===== src/sv/bmh_pkg.sv =====
// Shared types and codes for the binary max-heap core.
`default_nettype none

package bmh_pkg;

  localparam int unsigned KEY_MAX = 32;  // key bits carried between cells
  localparam int unsigned IDX_W   = 17;  // widest heap slot index supported
  localparam int unsigned DEP_W   = 5;   // tree level number

  typedef enum logic {
    OP_INSERT = 1'b0,
    OP_DELETE = 1'b1
  } op_t;

  typedef enum logic [1:0] {
    ST_DONE  = 2'd0,
    ST_FULL  = 2'd1,
    ST_EMPTY = 2'd2
  } status_t;

  typedef enum logic [2:0] {
    S_IDLE,
    S_FETCH,
    S_FETCH_WAIT,
    S_RUN,
    S_FINISH
  } state_t;

  // Sift token handed from one level to the next. node is the parent slot
  // whose children the receiving level holds.
  typedef struct packed {
    logic                 valid;
    op_t                  op;
    logic [KEY_MAX-1:0]   val;
    logic [IDX_W-1:0]     node;
    logic [IDX_W-1:0]     cnt;
    logic [IDX_W-1:0]     path;
    logic [DEP_W-1:0]     depth;
  } tok_t;

  // Final value for the parent slot, sent one level up.
  typedef struct packed {
    logic               valid;
    logic [KEY_MAX-1:0] val;
  } wb_t;

  // Random read of one slot, used to fetch the last key on delete.
  typedef struct packed {
    logic             valid;
    logic [IDX_W-1:0] idx;
  } fetch_t;

endpackage

`default_nettype wire


===== src/sv/bmh_cell.sv =====
// One tree level of the heap: pair storage and the per-level sift step.
`default_nettype none

module bmh_cell #(
  parameter int unsigned CAPACITY = 1024,
  parameter int unsigned KW       = 32,
  parameter int unsigned LEVEL    = 1
) (
  input  logic                          clk,
  input  logic                          rst,
  input  bmh_pkg::tok_t                 tok_in,
  output bmh_pkg::tok_t                 tok_out,
  input  bmh_pkg::wb_t                  wb_in,
  output bmh_pkg::wb_t                  wb_out,
  input  bmh_pkg::fetch_t               fetch_req,
  output logic [bmh_pkg::KEY_MAX-1:0]   fetch_data,
  output logic                          done
);
  import bmh_pkg::*;

  localparam int unsigned FIRST     = 1 << LEVEL;
  localparam int unsigned HALF_FULL = 1 << (LEVEL - 1);
  localparam int unsigned PAIRS     = (CAPACITY >= 2 * FIRST - 1) ? HALF_FULL
                                      : ((CAPACITY - FIRST) >> 1) + 1;
  localparam int unsigned AW        = (PAIRS > 1) ? $clog2(PAIRS) : 1;
  localparam bit          LAST      = (2 * FIRST > CAPACITY);

  // word {right, left} of the two children of one parent
  logic [2*KW-1:0] mem [PAIRS];
  logic [2*KW-1:0] rdata;

  tok_t            tok_q;
  logic            pend;
  logic            fhit;
  logic            fsel;
  logic [AW-1:0]   hold_addr;
  logic [2*KW-1:0] hold_pair;
  logic            hold_sel;

  logic            fetch_hit_now;
  logic            rd_en;
  logic [AW-1:0]   rd_addr;
  logic [AW-1:0]   waddr;
  logic [KW-1:0]   left;
  logic [KW-1:0]   right;
  logic [KW-1:0]   v;
  logic [KW-1:0]   s;
  logic [KW-1:0]   m;
  logic [KW-1:0]   keep;
  logic [KW-1:0]   carry;
  logic [KW-1:0]   wb_val;
  logic [IDX_W:0]  lf;
  logic [IDX_W:0]  rf;
  logic [IDX_W:0]  cntx;
  logic            sel;
  logic            cont;
  logic            we;
  logic            pick_r;
  logic            at_tgt;
  logic [2*KW-1:0] wd;
  logic [KW-1:0]   wb_key;
  tok_t            tok_next;

  function automatic logic [AW-1:0] pair_addr(input logic [IDX_W-1:0] parent);
    logic [IDX_W-1:0] tmp;
    tmp = parent & IDX_W'(HALF_FULL - 1);
    return tmp[AW-1:0];
  endfunction

  assign fetch_hit_now = fetch_req.valid && ((fetch_req.idx >> LEVEL) == IDX_W'(1));
  assign rd_en   = tok_in.valid || fetch_hit_now;
  assign rd_addr = tok_in.valid ? pair_addr(tok_in.node) : pair_addr(fetch_req.idx >> 1);
  assign waddr   = pair_addr(tok_q.node);

  assign left  = rdata[KW-1:0];
  assign right = rdata[2*KW-1:KW];
  assign v     = tok_q.val[KW-1:0];
  assign lf    = {1'b0, tok_q.node} << 1;
  assign rf    = lf | (IDX_W + 1)'(1);
  assign cntx  = {1'b0, tok_q.cnt};

  always_comb begin
    sel    = 1'b0;
    cont   = 1'b0;
    we     = 1'b0;
    keep   = v;
    carry  = v;
    wb_val = v;
    s      = left;
    m      = left;
    pick_r = 1'b0;
    at_tgt = 1'b0;
    if (tok_q.op == OP_INSERT) begin
      // top-down insert: larger key stays, smaller moves on toward the new slot
      sel    = tok_q.path[IDX_W-1-LEVEL];
      s      = sel ? right : left;
      at_tgt = (tok_q.depth == DEP_W'(LEVEL));
      we     = 1'b1;
      if (at_tgt) begin
        keep = v;
      end else begin
        keep  = (v > s) ? v : s;
        carry = (v > s) ? s : v;
        cont  = 1'b1;
      end
    end else begin
      pick_r = (rf <= cntx) && (left < right);
      m      = pick_r ? right : left;
      sel    = pick_r;
      if ((lf <= cntx) && (v < m)) begin
        // child moves up, carried key sits in its slot until the next level decides
        wb_val = m;
        we     = 1'b1;
        cont   = 1'b1;
      end
    end
    wd = sel ? {keep, left} : {right, keep};
  end

  always_comb begin
    tok_next       = tok_q;
    tok_next.valid = pend && cont && !LAST;
    tok_next.val   = KEY_MAX'(carry);
    tok_next.node  = (tok_q.node << 1) | IDX_W'(sel);
  end

  assign done        = pend && (!cont || LAST);
  assign wb_out.valid = pend && (tok_q.op == OP_DELETE);
  assign wb_out.val   = KEY_MAX'(wb_val);
  assign fetch_data   = fhit ? KEY_MAX'(fsel ? right : left) : '0;
  assign wb_key       = wb_in.val[KW-1:0];

  always_ff @(posedge clk) begin
    if (rst) begin
      pend <= 1'b0;
      fhit <= 1'b0;
    end else begin
      pend <= tok_in.valid;
      fhit <= fetch_hit_now && !tok_in.valid;
    end
  end

  always_ff @(posedge clk) begin
    if (rst) begin
      tok_out <= '0;
    end else begin
      tok_out <= tok_next;
    end
  end

  always_ff @(posedge clk) begin
    if (tok_in.valid) begin
      tok_q <= tok_in;
    end
    fsel <= fetch_req.idx[0];
    if (pend) begin
      hold_addr <= waddr;
      hold_pair <= wd;
      hold_sel  <= sel;
    end
  end

  always_ff @(posedge clk) begin
    if (rd_en) begin
      rdata <= mem[rd_addr];
    end
    if (pend && we) begin
      mem[waddr] <= wd;
    end else if (wb_in.valid) begin
      mem[hold_addr] <= hold_sel ? {wb_key, hold_pair[KW-1:0]}
                                 : {hold_pair[2*KW-1:KW], wb_key};
    end
  end

endmodule

`default_nettype wire


===== config.mk =====
export PLATFORM = sky130hd
export DESIGN_NAME = bmh_cell
export DESIGN_NICKNAME = d
export VERILOG_FILES = /design/src/sv/bmh_pkg.sv /design/src/sv/bmh_cell.sv
export SDC_FILE = /design/constraint.sdc
export NUM_CORES = 1
export LEC_CHECK = 0
export ABC_AREA = 1
export ABC_CLOCK_PERIOD_IN_PS = 11560
export CAP_MARGIN = 15
export CORE_UTILIZATION = 60
export CTS_CLUSTER_DIAMETER = 200
export CTS_CLUSTER_SIZE = 25
export DETAILED_ROUTE_END_ITERATION = 7
export DONT_BUFFER_PORTS = 1
export GPL_ROUTABILITY_DRIVEN = 0
export PLACE_DENSITY = 0.86
export SLEW_MARGIN = 25
export SYNTH_ARGS = -nofsm -noshare
export SYNTH_HDL_FRONTEND = slang
export SYNTH_SLANG_ARGS = --single-unit

===== constraint.sdc =====
create_clock -name clk -period 11.56 [get_ports clk]
set_clock_uncertainty 0.2 [all_clocks]
set_input_delay 3.468 -clock clk [delete_from_list [all_inputs] [get_ports clk]]
set_output_delay 3.468 -clock clk [all_outputs]
set_load 0.01 [all_outputs]

==> impl_metrics.csv <==
group,metric,value,unit
drt,vias_per_cell,5.95,
drt,wl_per_cell,19.7,um
global_routing,grt_pass1_wl,69.4,mm
cts,cts_tree,"done",
worst_setup_path,rrSetupSlack,4.89,ns
cts,path_clk_slew,0.10,ns
worst_setup_path,crit_type,"flip-flop to output pin",
timing,clock.fmax,100,MHz
job,maxCapViolations,0,
final_layout,fin_cells,2298,
placement,dp_cells,2267,
worst_setup_path,reg2reg_to,"mem[0][8]$_DFFE_PP_",
timing,setup_viol,0,
drt,wl,45.3,mm
final_layout,fillers,2253,
cts,clock_latency,0.54,ns
status,outcome,"finished, final reports clean",
cts,cts_resized,0,
final_layout,final_common_cell,"nand2_1",
final_layout,nets,2151,
hold_path,hold_start,"mem[0][21]$_DFFE_PP_",
worst_setup_path,r2r_cells,23,
final_layout,area_delta_synth_final,3.63,%
cts,cts.htree.levels,1,
synthesis,yosys.cell_types.count,39,
timing,timing.setup.tns,0,ns
floorplan,io_pins,299,
floorplan,rows,63,
floorplan,die_w,176,um
power,power.density,160,nW/um^2
cts,cts_sinks,375,
placement,place_ws,2.65,ns
timing,rsz0062_at_grt,"false",
timing,finalCritPeriodShare,86.5,%
synthesis,netlist_instances,1966,
worst_setup_path,cp-end-kind,"output pin",
synthesis,synth_top_area_share,46.6,%
drt,dr.pass1.iters,6,
cts,clock_path_buffers,3,
final_layout,final_cell_mix,"nand2_1, o21ai_0, edfxtp_1",
synthesis,syn-num-nets,2220,
power,power,3.02,mW
timing,worstMarginPinSlew,0.953,ns
synthesis,syn_area_per_cell,9.25,sq um
placement,dp_hpwl,31.6,mm
synthesis,synth-seq-area-share,56.8,%
drt,vias,13700,
worst_setup_path,critical_path.cell_chain,"ha_1 > nand2_1 > inv_1 > nand2_1 > a21oi_1 > nor2_1 > nand3_1 > nand2_1 > nand3_4 > o21ai_0 > ha_1 > a21oi_1 > o21ai_0 > nand3_1 > nand2_1 > nand2_1 > a21oi_1 > a211oi_1 > nand2_2 > nor2_4 > clkinv_2 > o21ai_0",
global_routing,antenna_found_initial,0,
power,p_leak,8.24,nW
synthesis,synthArstFlopShare,0,%
cts,cts_buffers,18,
synthesis,post-synth-top-area-cell,"edfxtp_1",
final_layout,num_antenna_cells,0,
synthesis,yosys_warnings,0,
worst_setup_path,critPathTopFamily,"compound AO/OA/AOI/OAI gates",
worst_setup_path,cp_max_fo,64,
global_routing,overflow,0,
worst_setup_path,crit_slowest_cell,"o21ai_0",
timing,whs,0.208,ns
timing,final_hold_viol_count,0,
worst_setup_path,rr_startpoint,"lf[13]$_DFFE_PP_",
power,vdd_drop_max,0.000128,V
global_routing,grt_usage,28.9,%
floorplan,die_area,31000,sq um
worst_setup_path,arrival,6.34,ns
floorplan,core-area,29700,sq um
synthesis,synth_flop_cell,"edfxtp_1",
global_routing,grt_max_degree,92,
timing,post-route-min-period,10.00,ns
floorplan,initial_utilization,61.2,%
final_layout,seq_area,10300,sq um
drt,drc,0,
timing,finalMaxSlewViolations,0,
cts,cts-root-buf,"clkbuf_16",
placement,place.port_buffers,0,
synthesis,ys_ff_latch,375,
drt,drt_iter0_drc,1598,
floorplan,dieHeight,176,um
worst_setup_path,cp.required,7.89,ns
synthesis,synth_edf_count,282,
synthesis,synth_area_leaders,"edfxtp_1, dfxtp_1, nand2_1, o21ai_0, ha_1",
drt,ant_nets,0,
global_routing,grt_pass1_vias,12700,
cts,post_cts_buffers,0,
worst_setup_path,crit_buf_inv,2,
worst_setup_path,slowest_delay,0.82,ns
timing,slew_headroom,36.5,%
worst_setup_path,critical_path.most_common_cell,"nand2_1",
hold_path,hold_end,"rdata[21]$_DFFE_PP_",
cts,hold_buffers,0,
final_layout,drive_above_1_share,2.88,%
hold_path,hp-class,"flip-flop to flip-flop",
hold_path,hold_path_depth,0,
synthesis,netlist_area,18200,sq um
worst_setup_path,cp-start-kind,"flip-flop",
timing,layout_setup_ws,1.56,ns
final_layout,multi_input_area,6500,sq um
==> cell type report <==
cell class	count	area share [%]
Timing Repair Buffer	10	0.398
Tap cell	390	2.59
Inverter	248	4.95
Clock inverter	1	0.0863
Multi-Input combinational cell	1244	34.5
Sequential cell	375	54.9
Clock buffer	30	2.63
==> how the worst max path moves through the flow <==
| stage | startpoint | endpoint | slack (ns) | depth (start not counted) |
|---|---|---|---|---|
| 2_1_floorplan | rdata[31]$_DFFE_PP_ | wb_out[13] | 4.48 | 22 |
| 3_3_place_gp | lf[15]$_DFFE_PP_ | wb_out[18] | 2.79 | 18 |
| 3_5_place_dp | lf[13]$_DFFE_PP_ | wb_out[18] | 2.65 | 22 |
| 4_1_cts | lf[13]$_DFFE_PP_ | wb_out[18] | 2.06 | 22 |
| 5_1_grt | lf[5]$_DFFE_PP_ | wb_out[18] | 1.17 | 24 |
| 6_report | lf[13]$_DFFE_PP_ | wb_out[18] | 1.56 | 22 |
==> cell usage after synthesis (11+ instances only) <==
cell type,n
clkbuf_1,70
o21ai_0,282
dfxtp_1,93
a21oi_1,144
inv_1,244
nand3_1,73
nand2_1,450
edfxtp_1,282
nor2_1,113
o21ai_1,16
nand4_1,11
buf_2,12
ha_1,111
==> per-stage QoR <==
step / util, % / cell area [sq um]
3_3_place_gp: 61.6 / 18300
4_1_cts: 63.4 / 18800
6_report: 63.4 / 18800
3_5_place_dp: 61.7 / 18300
2_1_floorplan: - / 18200
5_1_grt: 63.4 / 18800
==> layer usage <==
metal,vias to the layer above,share of wire [%],GRT usage (%)
met2,757,48,47.8
met1,6362,39,38.1
met4,0,3.8,11.0
met3,119,10,4.93
li1,6441,-,-
met5,-,0,0
==> state kept, by name (all words and copies together) (netlist names) <==
signal     flops
fhit           1
tok_out       90
cntx          17
hold_sel       1
mem           64
v             32
pend           1
lf            17
tok_next      23
rdata         64
hold_pair     64
fsel           1
==> logic make-up (layout without fill, tap and decap cells) <==
logic type / count (synthesis) / count (layout) / synth area share (%)
and+or+nand+nor: 676 / 676 / 15.2
AOI/OAI and AO/OA: 457 / 457 / 12.8
buffers and inverters: 347 / 289 / 7.57
DFF: 375 / 375 / 56.8
adders and majority gates: 111 / 111 / 7.64
==> power by group <==
group	switching [mW]	internal [mW]	total [mW]	leakage (nW)
sequential	0.0842	1.62	1.71	3.55
combinational	0.430	0.179	0.609	4.45
clock	0.406	0.299	0.705	0.243
total	0.921	2.10	3.02	8.24
No activity file was read; power rests on OpenSTA's default activity.
